<file path="src/design/sntf_pkg.sv">
// shared types, constants and divide-step helpers for the scale-to-frequency block
package sntf_pkg;

    localparam int SCALE_MAX = 16;
    localparam int DIV_MAX   = 32;
    localparam int STEP_AW   = $clog2(SCALE_MAX);
    localparam int FREQ_AW   = $clog2(DIV_MAX);

    // field widths
    localparam int OP_W    = 2;
    localparam int IDX_W   = 5;
    localparam int VAL_W   = 16;
    localparam int NOTE_W  = 10;
    localparam int SSIZE_W = 5;
    localparam int DIVS_W  = 6;
    localparam int BASE_W  = 7;
    localparam int STEP_W  = 5;
    localparam int PITCH_W = 16;
    localparam int FREQ_W  = 32;
    localparam int OCT_W   = 10;
    localparam int OCT2_W  = 11;

    // dividend is note + 512 * scale_size, always non-negative
    localparam int NUM_W   = 14;
    localparam int HALF_W  = 7;

    typedef enum logic [OP_W-1:0] {
        OP_WR_STEP = 2'd0,
        OP_WR_FREQ = 2'd1,
        OP_CONVERT = 2'd2
    } op_t;

    typedef enum logic [1:0] {
        REG_SCALE_SIZE = 2'd0,
        REG_DIVISIONS  = 2'd1,
        REG_BASE_PITCH = 2'd2
    } reg_idx_t;

    typedef struct packed {
        op_t              op;
        logic [IDX_W-1:0] idx;
        logic [VAL_W-1:0] val;
    } item_t;

    // handed from the note divider to the pitch stages
    typedef struct packed {
        item_t                    item;
        logic [STEP_AW-1:0]       deg;
        logic signed [OCT_W-1:0]  oct;
    } div_out_t;

    // handed from the pitch stages to the output shifter
    typedef struct packed {
        op_t                      op;
        logic [PITCH_W-1:0]       pitch;
        logic signed [OCT2_W-1:0] oct2;
        logic [VAL_W-1:0]         entry;
    } pitch_out_t;

    // one restoring step, 5-bit divisor: {quotient bit, new remainder}
    function automatic logic [SSIZE_W:0] div_step5(input logic [SSIZE_W-1:0] rem,
                                                   input logic bit_in,
                                                   input logic [SSIZE_W-1:0] dvs);
        logic [SSIZE_W-1:0] t;
        t = {rem[SSIZE_W-2:0], bit_in};
        if (t >= dvs) begin
            return {1'b1, t - dvs};
        end
        return {1'b0, t};
    endfunction

    // one restoring step, 6-bit divisor
    function automatic logic [DIVS_W:0] div_step6(input logic [DIVS_W-1:0] rem,
                                                  input logic bit_in,
                                                  input logic [DIVS_W-1:0] dvs);
        logic [DIVS_W-1:0] t;
        t = {rem[DIVS_W-2:0], bit_in};
        if (t >= dvs) begin
            return {1'b1, t - dvs};
        end
        return {1'b0, t};
    endfunction

endpackage

</file>
<file path="src/design/sntf_note_div.sv">
// two-stage floor divider of the note by the scale size
module sntf_note_div (
    input  logic                              aclk,
    input  logic                              aresetn,
    input  logic                              in_valid,
    output logic                              in_ready,
    input  sntf_pkg::item_t                   in_item,
    input  logic signed [sntf_pkg::NOTE_W-1:0] in_note,
    input  logic [sntf_pkg::SSIZE_W-1:0]      s_eff,
    output logic                              out_valid,
    input  logic                              out_ready,
    output sntf_pkg::div_out_t                out_data
);
    import sntf_pkg::*;

    logic                a_valid_reg;
    item_t               a_item_reg;
    logic [SSIZE_W-1:0]  a_rem_reg;
    logic [HALF_W-1:0]   a_qhi_reg;
    logic [HALF_W-1:0]   a_low_reg;
    logic [SSIZE_W-1:0]  a_rem_next;
    logic [HALF_W-1:0]   a_qhi_next;
    logic [NUM_W-1:0]    num;

    logic                b_valid_reg;
    div_out_t            b_data_reg;
    div_out_t            b_data_next;

    logic                en_a;
    logic                en_b;

    assign en_b     = !b_valid_reg || out_ready;
    assign en_a     = !a_valid_reg || en_b;
    assign in_ready = en_a;

    // upper seven quotient bits
    always_comb begin
        logic [SSIZE_W:0] st;
        num = {{(NUM_W-NOTE_W){in_note[NOTE_W-1]}}, in_note}
            + {s_eff, 9'b0};
        a_rem_next = '0;
        a_qhi_next = '0;
        for (int i = HALF_W - 1; i >= 0; i--) begin
            st = div_step5(a_rem_next, num[HALF_W + i], s_eff);
            a_qhi_next[i] = st[SSIZE_W];
            a_rem_next = st[SSIZE_W-1:0];
        end
    end

    // lower seven quotient bits, then undo the 512 octave offset
    always_comb begin
        logic [SSIZE_W:0]   st;
        logic [SSIZE_W-1:0] r;
        logic [HALF_W-1:0]  qlo;
        logic [NUM_W-1:0]   q;
        r   = a_rem_reg;
        qlo = '0;
        for (int i = HALF_W - 1; i >= 0; i--) begin
            st = div_step5(r, a_low_reg[i], s_eff);
            qlo[i] = st[SSIZE_W];
            r = st[SSIZE_W-1:0];
        end
        q = {a_qhi_reg, qlo};
        b_data_next.item = a_item_reg;
        b_data_next.deg  = r[STEP_AW-1:0];
        b_data_next.oct  = {~q[OCT_W-1], q[OCT_W-2:0]};
    end

    always_ff @(posedge aclk) begin
        if (!aresetn) begin
            a_valid_reg <= 1'b0;
            b_valid_reg <= 1'b0;
        end else begin
            if (en_a) begin
                a_valid_reg <= in_valid;
            end
            if (en_b) begin
                b_valid_reg <= a_valid_reg;
            end
        end
        if (en_a) begin
            a_item_reg <= in_item;
            a_rem_reg  <= a_rem_next;
            a_qhi_reg  <= a_qhi_next;
            a_low_reg  <= num[HALF_W-1:0];
        end
        if (en_b) begin
            b_data_reg <= b_data_next;
        end
    end

    assign out_valid = b_valid_reg;
    assign out_data  = b_data_reg;

endmodule

</file>
<file path="src/design/sntf_pitch.sv">
// scale and frequency tables, pitch sum and table index, two register stages
module sntf_pitch (
    input  logic                          aclk,
    input  logic                          aresetn,
    input  logic                          in_valid,
    output logic                          in_ready,
    input  sntf_pkg::div_out_t            in_data,
    input  logic [sntf_pkg::DIVS_W-1:0]   d_eff,
    input  logic [sntf_pkg::BASE_W-1:0]   base_pitch,
    output logic                          out_valid,
    input  logic                          out_ready,
    output sntf_pkg::pitch_out_t          out_data
);
    import sntf_pkg::*;

    logic [STEP_W-1:0] scale_steps [SCALE_MAX];
    logic [VAL_W-1:0]  freq_table  [DIV_MAX];

    logic                     c_valid_reg;
    item_t                    c_item_reg;
    logic [STEP_W-1:0]        c_step_reg;
    logic [FREQ_AW-1:0]       c_fi_reg;
    logic [STEP_W-1:0]        c_q2_reg;
    logic signed [OCT_W-1:0]  c_oct_reg;
    logic [STEP_W-1:0]        c_step_next;
    logic [FREQ_AW-1:0]       c_fi_next;
    logic [STEP_W-1:0]        c_q2_next;

    logic                     d_valid_reg;
    pitch_out_t               d_data_reg;
    pitch_out_t               d_data_next;

    logic                     en_c;
    logic                     en_d;

    assign en_d     = !d_valid_reg || out_ready;
    assign en_c     = !c_valid_reg || en_d;
    assign in_ready = en_c;

    // step lookup and step / divisions, which splits the step into index and octave carry
    always_comb begin
        logic [DIVS_W:0]   st;
        logic [DIVS_W-1:0] r;
        c_step_next = scale_steps[in_data.deg];
        r = '0;
        c_q2_next = '0;
        for (int i = STEP_W - 1; i >= 0; i--) begin
            st = div_step6(r, c_step_next[i], d_eff);
            c_q2_next[i] = st[DIVS_W];
            r = st[DIVS_W-1:0];
        end
        c_fi_next = r[FREQ_AW-1:0];
    end

    always_comb begin
        logic signed [PITCH_W:0] prod;
        prod = c_oct_reg * $signed({1'b0, d_eff});
        d_data_next.op    = c_item_reg.op;
        d_data_next.pitch = prod[PITCH_W-1:0]
                          + {{(PITCH_W-STEP_W){1'b0}}, c_step_reg}
                          + {{(PITCH_W-BASE_W){1'b0}}, base_pitch};
        d_data_next.oct2  = {c_oct_reg[OCT_W-1], c_oct_reg}
                          + {{(OCT2_W-STEP_W){1'b0}}, c_q2_reg};
        d_data_next.entry = freq_table[c_fi_reg];
    end

    always_ff @(posedge aclk) begin
        if (!aresetn) begin
            c_valid_reg <= 1'b0;
            d_valid_reg <= 1'b0;
        end else begin
            if (en_c) begin
                c_valid_reg <= in_valid;
            end
            if (en_d) begin
                d_valid_reg <= c_valid_reg;
            end
        end
        if (en_c) begin
            c_item_reg <= in_data.item;
            c_step_reg <= c_step_next;
            c_fi_reg   <= c_fi_next;
            c_q2_reg   <= c_q2_next;
            c_oct_reg  <= in_data.oct;
        end
        if (en_d) begin
            d_data_reg <= d_data_next;
        end
        // table writes happen where the tables are read, keeping item order
        if (en_c && in_valid && in_data.item.op == OP_WR_STEP
                && {1'b0, in_data.item.idx} < (IDX_W+1)'(SCALE_MAX)) begin
            scale_steps[in_data.item.idx[STEP_AW-1:0]] <= in_data.item.val[STEP_W-1:0];
        end
        if (en_d && c_valid_reg && c_item_reg.op == OP_WR_FREQ
                && {1'b0, c_item_reg.idx} < (IDX_W+1)'(DIV_MAX)) begin
            freq_table[c_item_reg.idx[FREQ_AW-1:0]] <= c_item_reg.val;
        end
    end

    assign out_valid = d_valid_reg;
    assign out_data  = d_data_reg;

endmodule

</file>
<file path="src/design/sntf_freq_out.sv">
// octave shift with saturation and the output register
module sntf_freq_out (
    input  logic                          aclk,
    input  logic                          aresetn,
    input  logic                          in_valid,
    output logic                          in_ready,
    input  sntf_pkg::pitch_out_t          in_data,
    output logic                          out_valid,
    input  logic                          out_ready,
    output logic [sntf_pkg::PITCH_W-1:0]  out_pitch,
    output logic [sntf_pkg::FREQ_W-1:0]   out_freq,
    output logic                          out_sat
);
    import sntf_pkg::*;

    logic                m_valid_reg;
    logic [PITCH_W-1:0]  m_pitch_reg;
    logic [FREQ_W-1:0]   m_freq_reg;
    logic                m_sat_reg;
    logic [FREQ_W-1:0]   freq_next;
    logic                sat_next;
    logic                en_m;

    assign en_m     = !m_valid_reg || out_ready;
    assign in_ready = en_m;

    always_comb begin
        logic [FREQ_W+VAL_W-1:0] wide;
        logic [OCT2_W-1:0]       sh;
        wide      = '0;
        sh        = -in_data.oct2;
        freq_next = '0;
        sat_next  = 1'b0;
        if (in_data.entry == '0) begin
            freq_next = '0;
        end else if (!in_data.oct2[OCT2_W-1]) begin
            if (in_data.oct2[OCT2_W-2:5] != '0) begin
                freq_next = '1;
                sat_next  = 1'b1;
            end else begin
                wide = {{FREQ_W{1'b0}}, in_data.entry} << in_data.oct2[4:0];
                if (wide[FREQ_W+VAL_W-1:FREQ_W] != '0) begin
                    freq_next = '1;
                    sat_next  = 1'b1;
                end else begin
                    freq_next = wide[FREQ_W-1:0];
                end
            end
        end else if (sh[OCT2_W-1:5] == '0) begin
            freq_next = {{(FREQ_W-VAL_W){1'b0}}, in_data.entry} >> sh[4:0];
        end
    end

    always_ff @(posedge aclk) begin
        if (!aresetn) begin
            m_valid_reg <= 1'b0;
        end else if (en_m) begin
            // write items end here without a result word
            m_valid_reg <= in_valid && in_data.op == OP_CONVERT;
        end
        if (en_m) begin
            m_pitch_reg <= in_data.pitch;
            m_freq_reg  <= freq_next;
            m_sat_reg   <= sat_next;
        end
    end

    assign out_valid = m_valid_reg;
    assign out_pitch = m_pitch_reg;
    assign out_freq  = m_freq_reg;
    assign out_sat   = m_sat_reg;

endmodule

</file>
<file path="src/design/scale_note_to_frequency.sv">
// top level: scale degree to frequency converter with table loading and register port
//
//  channel   direction  handshake                      contents
//  s_axis    in         s_axis_tvalid / s_axis_tready  tuser: operation, tdata: index, value, note
//  m_axis    out        m_axis_tvalid / m_axis_tready  tdata: pitch, frequency, tuser: saturated
//  apb       in         psel & penable, pready = 1     scale_size, divisions, base_pitch
//
// five register stages: two for note / scale_size, one for step lookup and step / divisions,
// one for the pitch multiply-add and frequency lookup, one for the octave shift (output)
// one word accepted per cycle while the output is not stalled; a convert word's result is
// offered once it has passed through all five register stages above
// table writes ride the pipeline and land at the stage that reads that table, so order holds
// each stage refills when its successor moves on, so bubbles close up under a stall
// aresetn (synchronous) empties the pipeline and restores registers to 7, 12, 0; tables keep
// their contents
module scale_note_to_frequency (
    input  logic        aclk,
    input  logic        aresetn,
    // input words
    input  logic        s_axis_tvalid,
    output logic        s_axis_tready,
    input  logic [31:0] s_axis_tdata,   // [4:0] index, [20:5] value, [30:21] note, [31] zero
    input  logic [1:0]  s_axis_tuser,   // [1:0] operation
    // result words
    output logic        m_axis_tvalid,
    input  logic        m_axis_tready,
    output logic [47:0] m_axis_tdata,   // [15:0] pitch, [47:16] frequency
    output logic        m_axis_tuser,   // [0] saturated
    // register port
    input  logic        psel,
    input  logic        penable,
    input  logic        pwrite,
    input  logic [3:0]  paddr,
    input  logic [31:0] pwdata,
    output logic [31:0] prdata,
    output logic        pready
);
    import sntf_pkg::*;

    // registers as written, clamped below before use
    logic [SSIZE_W-1:0] scale_size_reg;
    logic [DIVS_W-1:0]  divisions_reg;
    logic [BASE_W-1:0]  base_pitch_reg;
    logic [SSIZE_W-1:0] s_eff;
    logic [DIVS_W-1:0]  d_eff;
    logic               cfg_wr;
    reg_idx_t           cfg_idx;

    item_t              in_item;
    logic               div_valid;
    logic               div_ready;
    div_out_t           div_data;
    logic               pit_valid;
    logic               pit_ready;
    pitch_out_t         pit_data;
    logic [PITCH_W-1:0] out_pitch;
    logic [FREQ_W-1:0]  out_freq;

    assign pready  = 1'b1;
    assign cfg_wr  = psel && penable && pwrite && pready;
    // low address bits ignored, word index only
    assign cfg_idx = reg_idx_t'(paddr[3:2]);

    always_ff @(posedge aclk) begin
        if (!aresetn) begin
            scale_size_reg <= SSIZE_W'(7);
            divisions_reg  <= DIVS_W'(12);
            base_pitch_reg <= '0;
        end else if (cfg_wr) begin
            case (cfg_idx)
                REG_SCALE_SIZE: scale_size_reg <= pwdata[SSIZE_W-1:0];
                REG_DIVISIONS:  divisions_reg  <= pwdata[DIVS_W-1:0];
                REG_BASE_PITCH: base_pitch_reg <= pwdata[BASE_W-1:0];
                default: ;
            endcase
        end
    end

    always_comb begin
        case (cfg_idx)
            REG_SCALE_SIZE: prdata = {{(32-SSIZE_W){1'b0}}, scale_size_reg};
            REG_DIVISIONS:  prdata = {{(32-DIVS_W){1'b0}}, divisions_reg};
            REG_BASE_PITCH: prdata = {{(32-BASE_W){1'b0}}, base_pitch_reg};
            default:        prdata = '0;
        endcase
    end

    // zero reads as one, oversize clamps to the table depth
    always_comb begin
        if (scale_size_reg == '0) begin
            s_eff = SSIZE_W'(1);
        end else if (scale_size_reg > SSIZE_W'(SCALE_MAX)) begin
            s_eff = SSIZE_W'(SCALE_MAX);
        end else begin
            s_eff = scale_size_reg;
        end
        if (divisions_reg == '0) begin
            d_eff = DIVS_W'(1);
        end else if (divisions_reg > DIVS_W'(DIV_MAX)) begin
            d_eff = DIVS_W'(DIV_MAX);
        end else begin
            d_eff = divisions_reg;
        end
    end

    // operation 3 passes through as a word that does nothing
    assign in_item.op  = op_t'(s_axis_tuser);
    assign in_item.idx = s_axis_tdata[4:0];
    assign in_item.val = s_axis_tdata[20:5];

    sntf_note_div u_note_div (
        .aclk      (aclk),
        .aresetn   (aresetn),
        .in_valid  (s_axis_tvalid),
        .in_ready  (s_axis_tready),
        .in_item   (in_item),
        .in_note   (s_axis_tdata[30:21]),
        .s_eff     (s_eff),
        .out_valid (div_valid),
        .out_ready (div_ready),
        .out_data  (div_data)
    );

    sntf_pitch u_pitch (
        .aclk       (aclk),
        .aresetn    (aresetn),
        .in_valid   (div_valid),
        .in_ready   (div_ready),
        .in_data    (div_data),
        .d_eff      (d_eff),
        .base_pitch (base_pitch_reg),
        .out_valid  (pit_valid),
        .out_ready  (pit_ready),
        .out_data   (pit_data)
    );

    sntf_freq_out u_freq_out (
        .aclk      (aclk),
        .aresetn   (aresetn),
        .in_valid  (pit_valid),
        .in_ready  (pit_ready),
        .in_data   (pit_data),
        .out_valid (m_axis_tvalid),
        .out_ready (m_axis_tready),
        .out_pitch (out_pitch),
        .out_freq  (out_freq),
        .out_sat   (m_axis_tuser)
    );

    assign m_axis_tdata = {out_freq, out_pitch};

endmodule
</file>
<file path="config.mk">
export PLATFORM = sky130hd
export DESIGN_NAME = scale_note_to_frequency
export DESIGN_NICKNAME = d
export VERILOG_FILES = /design/src/design/sntf_pkg.sv /design/src/design/sntf_note_div.sv /design/src/design/sntf_pitch.sv /design/src/design/sntf_freq_out.sv /design/src/design/scale_note_to_frequency.sv
export SDC_FILE = /design/constraint.sdc
export NUM_CORES = 1
export LEC_CHECK = 0
export BUFFER_PORTS_ARGS = -buffer_cell sky130_fd_sc_hd__buf_2
export CAP_MARGIN = 20
export CORE_MARGIN = 10
export CORE_UTILIZATION = 51
export CTS_BUF_LIST = sky130_fd_sc_hd__clkbuf_8
export DETAILED_ROUTE_END_ITERATION = 8
export PLACE_DENSITY_LB_ADDON = 0.08
export RECOVER_POWER = 50
export REMOVE_ABC_BUFFERS = 1
export SLEW_MARGIN = 5
export SYNTH_ARGS = -nofsm -noshare
export SYNTH_HDL_FRONTEND = slang
export SYNTH_SLANG_ARGS = --single-unit
</file>
<file path="constraint.sdc">
create_clock -name aclk -period 23.6 [get_ports aclk]
set_input_delay 4.72 -clock aclk [delete_from_list [all_inputs] [get_ports aclk]]
set_output_delay 4.72 -clock aclk [all_outputs]
set_load 0.02 [all_outputs]
</file>
# Yosys cells after proc, flatten, opt, wreduce, memory -nomap -nowiden
# Memory sizes are Yosys's and may differ from the RTL's. A register that Yosys moved wholly into a read port is not among the register bits.
# Cells that the tools add are included.
# op_classes
n_eq_ne,4
n_shift,2
muxes,73
n_addsub,24
bitwise_logic,1
n_reduce_logical,30
order_cmp,22
multipliers,1
# op_table
op,count
$mux W32,4
$mux W4,19
$mux W6,12
$ge A5 B5 Y1,13
$sub A5 B5 Y5,10
$shl A16 B5 Y48,1
$mux W5,7
$mux W7,5
$shr A16 B5 Y32,1
$mux W1,25
$ge A6 B6 Y1,4
$sub A6 B6 Y6,4
$pmux W7 S3,1
$add A16 B5 Y16,1
$add A16 B7 Y16,1
$logic_not A16 Y1,1
$mul A10 B7 Y16,1
$reduce_bool A16 Y1,1
$add A14 B14 Y14,1
$logic_not A6 Y1,2
$sub A4 B4 Y4,3
$add A10 B6 Y11,1
$neg A11 Y11,1
$logic_and A1 B1 Y1,8
other kinds (17),30
# word_totals
ram_bits,592
reg_bits,223
n_memories,2
elab_cells,204
inputBits,77
# memory_table
memory,words,word_bits,read_ports,rd_clocked_by_memory_dff,write_ports,line,text
u_pitch.freq_table,32,16,1,1,1,sntf_pitch.sv:17,logic [VAL_W-1:0] freq_table [DIV_MAX];
u_pitch.scale_steps,16,5,1,1,1,sntf_pitch.sv:16,logic [STEP_W-1:0] scale_steps [SCALE_MAX];

# Depth between registers and ports, before layout
# logic_depth
ltp_word,25
mapped_depth,50
depth_no_buf,49

# Modules after synthesis
# From an unflattened synthesis, not the netlist that was laid out.
# hier_totals
cells_unflattened,2507
hier_area_um2,40088.4
# by_module_without_submodules
module,instances,area_each_um2,seq_area_each_um2,cells_per_inst
sntf_pitch,1,29645.9,20609.8,1513
sntf_note_div,1,5412.7,2262.2,481
sntf_freq_out,1,3877.5,1491.4,371
scale_note_to_frequency,1,1152.4,360.3,142

# Worst setup path before layout
# Ideal clock, no wire load.
# synth_path
path_type,input-to-reg
start,in s_axis_tdata[30]
end,"reg u_note_div.a_rem_reg[1], data pin"
path_slack_ps,9863
cell_stages,41
arrival_time_ps,13477
setup_ps,260
cell_sequence,ha_1 > inv_1 > fa_1 > nor2b_1 > o21ai_0 > a21oi_1 > nor2_1 > ha_1 > nor2b_1 > nor3_1 > o31a_1 > ha_1 > a211oi_1 > o31ai_1 > mux2_2 > inv_1 > ha_1 > a211oi_1 > [... 5 more ...] > a31oi_1 > o21ai_0 > mux2_2 > inv_1 > ha_1 > nand3b_1 > a211oi_1 > a311oi_1 > o21a_1 > mux2_2 > ha_1 > nand2_1 > o21ai_1 > mux2_2 > ha_1 > nand2_1 > o21ai_1 > mux2_2
# synth_between
elab_chain_cells,22
word_cells_on_any_way,36
# synth_lines
element,line,text
from (decl),scale_note_to_frequency.sv:22,"input logic [31:0] s_axis_tdata,"
$add A14 B14 Y14 (*),sntf_note_div.sv:40,"+ {s_eff, 9'b0};"
$sub A1 B4 Y4 / $ge A1 B5 Y1 (equally long branches),"sntf_pkg.sv:67, sntf_pkg.sv:66",
$mux W4 / $mux W1 (equally long branches),sntf_pkg.sv:66,if (t >= dvs) begin
$mux W4,sntf_pkg.sv:69,"return {1'b0, t};"
$sub A4 B4 Y4 / $ge A5 B5 Y1 (equally long branches),"sntf_pkg.sv:67, sntf_pkg.sv:66",
$mux W4 / $mux W1 (equally long branches),sntf_pkg.sv:66,
$mux W4,sntf_pkg.sv:69,
$sub A4 B4 Y4 / $ge A5 B5 Y1 (equally long branches),"sntf_pkg.sv:67, sntf_pkg.sv:66",
[... 7 more ...],--,
$mux W4 (*),sntf_pkg.sv:69,
$ge A5 B5 Y1 / $sub A5 B5 Y5 (equally long branches),"sntf_pkg.sv:66, sntf_pkg.sv:67",
$mux W1 / $mux W6 (equally long branches),sntf_pkg.sv:66,
$mux W4 (*),sntf_pkg.sv:69,
$sub A5 B5 Y5 / $ge A5 B5 Y1 (equally long branches),"sntf_pkg.sv:67, sntf_pkg.sv:66",
$mux W6 / $mux W1 (equally long branches),sntf_pkg.sv:66,
$mux W4 (*),sntf_pkg.sv:69,
net u_note_div.a_rem_next[1],sntf_note_div.sv:21,logic [SSIZE_W-1:0] a_rem_next;
to (signal assigned),sntf_note_div.sv:83,a_rem_reg <= a_rem_next;
to (decl),sntf_note_div.sv:18,logic [SSIZE_W-1:0] a_rem_reg;
# The timed path passes the listed nets; every way through them passes the cells marked *. The select of a mux whose other input is x is not followed.
# A chain may end at the register's enable or synchronous reset.

# Final worst setup path
# layout_path
start,in s_axis_tdata[30]
end,"reg u_note_div.a_rem_reg[3], data pin"
# layout_between
elab_chain_cells,22
word_cells_on_any_way,36
# layout_lines
element,line
$add A14 B14 Y14 (*),sntf_note_div.sv:40
$sub A1 B4 Y4 / $ge A1 B5 Y1 (equally long branches),"sntf_pkg.sv:67, sntf_pkg.sv:66"
$mux W4 / $mux W1 (equally long branches),sntf_pkg.sv:66
$mux W4,sntf_pkg.sv:69
$sub A4 B4 Y4 / $ge A5 B5 Y1 (equally long branches),"sntf_pkg.sv:67, sntf_pkg.sv:66"
$mux W4 / $mux W1 (equally long branches),sntf_pkg.sv:66
$mux W4,sntf_pkg.sv:69
$sub A4 B4 Y4 / $ge A5 B5 Y1 (equally long branches),"sntf_pkg.sv:67, sntf_pkg.sv:66"
[... 7 more ...],--
$mux W4 (*),sntf_pkg.sv:69
$sub A5 B5 Y5 / $ge A5 B5 Y1 (equally long branches),"sntf_pkg.sv:67, sntf_pkg.sv:66"
$mux W6 / $mux W1 (equally long branches),sntf_pkg.sv:66
$mux W4 (*),sntf_pkg.sv:69
$sub A5 B5 Y5 / $ge A5 B5 Y1 (equally long branches),"sntf_pkg.sv:67, sntf_pkg.sv:66"
$mux W6 / $mux W1 (equally long branches),sntf_pkg.sv:66
$mux W4 (*),sntf_pkg.sv:69
net u_note_div.a_rem_next[3],sntf_note_div.sv:21
# Marks and branches as above.

==> flow_summary.json <==
{
  "status": "finished, violations left",
  "violations": "max-capacitance violations, max-slew violations",
  "place_area_sq_mm": 0.0417,
  "fin_setup_tns_ns": 0,
  "dp_slack_ns": 8.46,
  "drc": 0,
  "grt_max_degree": 71,
  "worstPathMaxFanout": 7,
  "path_clk_slew_ns": 0.05,
  "path_class": "input pin to flip-flop",
  "crit_path_end_kind": "flip-flop",
  "post_cts_resized": 0,
  "rsz0062_at_grt": "no",
  "reg2regPathDepth": 43,
  "layout.nets": 2987,
  "vias_per_cell": 5.64,
  "hold_viol": 0,
  "r2r_slack_ns": 11.86,
  "dieArea_sq_mm": 0.0898,
  "max_stage_delay_ns": 0.62,
  "worstPathArrival_ns": 14.87,
  "setup-violations-final": 0,
  "netlist_instances": 2477,
  "cp-start-kind": "input pin",
  "skew_ns": 0.0450,
  "worst_pin_slew_ns": 4.32,
  "grt_antenna_before_repair": 4,
  "yosysTopAreaCellShare": 0.608,
  "routed-via-count": 21671,
  "holdCritPathClass": "flip-flop to flip-flop",
  "clk_latency_ns": 0.80,
  "maxSlewViolCount": 363,
  "maxCapViolations": 9,
  "synth_top_cell_by_area": "edfxtp_1",
  "synth_common_cells": "edfxtp_1 (808), mux4_2 (190), inv_1 (166), nand2_1 (148), ha_1 (142)",
  "min_from": "u_pitch.out_data[29]$_DFFE_PP_",
  "dpl.hpwl_microns": 57200,
  "wl_per_cell_microns": 22.5,
  "syn_avg_cell_area_sq_um": 16.1,
  "cp.required_ns": 24.13,
  "synthArstFlopShare": 0,
  "cts_setup_buffers": 0,
  "area_growth_pct": 11.5,
  "postLayoutCellArea_sq_mm": 0.0445,
  "globalRouteOverflowTotal": 0,
  "boundaryPins": 161,
  "numCtsBuffers": 139,
  "final_cells": 3842,
  "slowest_stage": "o31ai_1",
  "drive_gt1_frac": 0.220,
  "grt_pass1_wl_microns": 134000,
  "start_util": 0.515,
  "die_x_microns": 300,
  "critPathMostFrequentCell": "ha_1",
  "synth_edf_count": 808,
  "cts_tree": "yes",
  "min_period_ns": 14.34,
  "htree_levels": 4,
  "ys_ff_latch": 835,
  "relSlewSlack": -1.88,
  "cts.sinks": 835,
  "synth-main-ff-cell": "edfxtp_1",
  "synth_area_sq_mm": 0.0399,
  "synth_cell_types": 77,
  "drt-pass1-iter-count": 7,
  "synth_most_common_cell": "edfxtp_1",
  "drt_iter0_drc": 1464,
  "ys_seq_area_frac": 0.622,
  "worstReg2RegStart": "scale_size_reg[4]$_SDFFE_PN0P_",
  "setup_ws_ns": 9.26,
  "critPathLaunch": "s_axis_tdata[30]",
  "first_global_vias": 22933,
  "wl_microns": 86600,
  "rows": 102,
  "die_h_microns": 300,
  "yosys_warnings": 0,
  "ant_nets": 0,
  "grt_util_all_layers": 0.195,
  "fmax_ghz": 0.0697,
  "core_sq_mm": 0.0775,
  "clockBufferDepth": 3,
  "largest_reg_flops": 512,
  "whs_path_depth": 0,
  "root_buffer": "clkbuf_8",
  "yosys-top-cells-area": "edfxtp_1 (61%), mux4_2 (11%), ha_1 (4.5%)",
  "period_share": 0.608,
  "cp-endpoint": "u_note_div.a_rem_reg[3]$_DFFE_PP_",
  "ctsHoldBuffers": 0,
  "port_buffers": 106,
  "dp_cells": 3587,
  "gp_congestion": 0.839
}
[per-stage QoR]
stage / hold slack [ns] / util
final: 0.408 / 0.574
after global routing: 0.417 / 0.574
after CTS: 0.408 / 0.574
after detailed placement: 0.405 / 0.538
after global placement: 0.401 / 0.537
after floorplan: 0.400 / -
[cells in the final DEF, fill, tap and decap left out, types with 37 or more instances in the layout]
cell type	count
edfxtp_1	808
inv_1	205
mux4_2	190
nand2_1	146
clkbuf_8	146
ha_1	142
nor2_1	112
buf_2	100
fa_1	72
a21oi_1	68
mux2i_1	66
mux2_2	65
buf_4	50
xnor2_1	48
and2_1	47
o21ai_0	46
nor2b_1	37
[worst max-delay path, delay by kind of cell]
family	cells	cell delay [ns]
AOI/OAI and AO/OA	18	4.51
muxes	5	2.00
adders and majority gates	9	2.46
and+or+nand+nor	7	0.73
buffers and inverters	5	0.41
[worst min path at each step]
stage               slack (ns)                           endpoint
floorplan                 0.40  u_freq_out.out_pitch[0]$_DFFE_PP_
global placement          0.40  u_freq_out.out_pitch[0]$_DFFE_PP_
detailed placement        0.40  u_note_div.out_data[19]$_DFFE_PN_
CTS                       0.41   u_pitch.c_item_reg[11]$_DFFE_PP_
global route              0.42  u_note_div.out_data[36]$_DFFE_PN_
finish                    0.41  u_freq_out.out_pitch[2]$_DFFE_PP_
[kinds of logic after synthesis]
logic type | Yosys count | synth area share
flip-flops | 835 | 0.622
AND/OR/NAND/NOR | 460 | 0.0560
multiplexers | 336 | 0.149
buffers and inverters | 286 | 0.0311
AO/OA/AOI/OAI | 274 | 0.0461
adder cells (fa/ha/maj) | 214 | 0.0806
XOR/XNOR | 70 | 0.0154
other | 2 | 0.000188
[cell type report]
class                           count  area [sq um]
Fill cell                        6000         33000
Sequential cell                   835         24800
Multi-Input combinational cell   1380         13900
Clock buffer                      146          2010
Tap cell                         1040          1300
Timing Repair Buffer              171           987
Clock inverter                    100           798
Inverter                          169           634
Antenna cell                        1          2.50
[metal layers]
metal | vias to the layer above | global-route usage | wire [microns]
li1 | 9924 | - | -
met5 | - | 0 | 25
met4 | 4 | 0.0637 | 2000
met2 | 629 | 0.314 | 41500
met3 | 140 | 0.0382 | 4930
met1 | 10974 | 0.265 | 38200
Power is not shown: default switching activity piles up to over one toggle a cycle in this logic, so the estimate is an artifact.
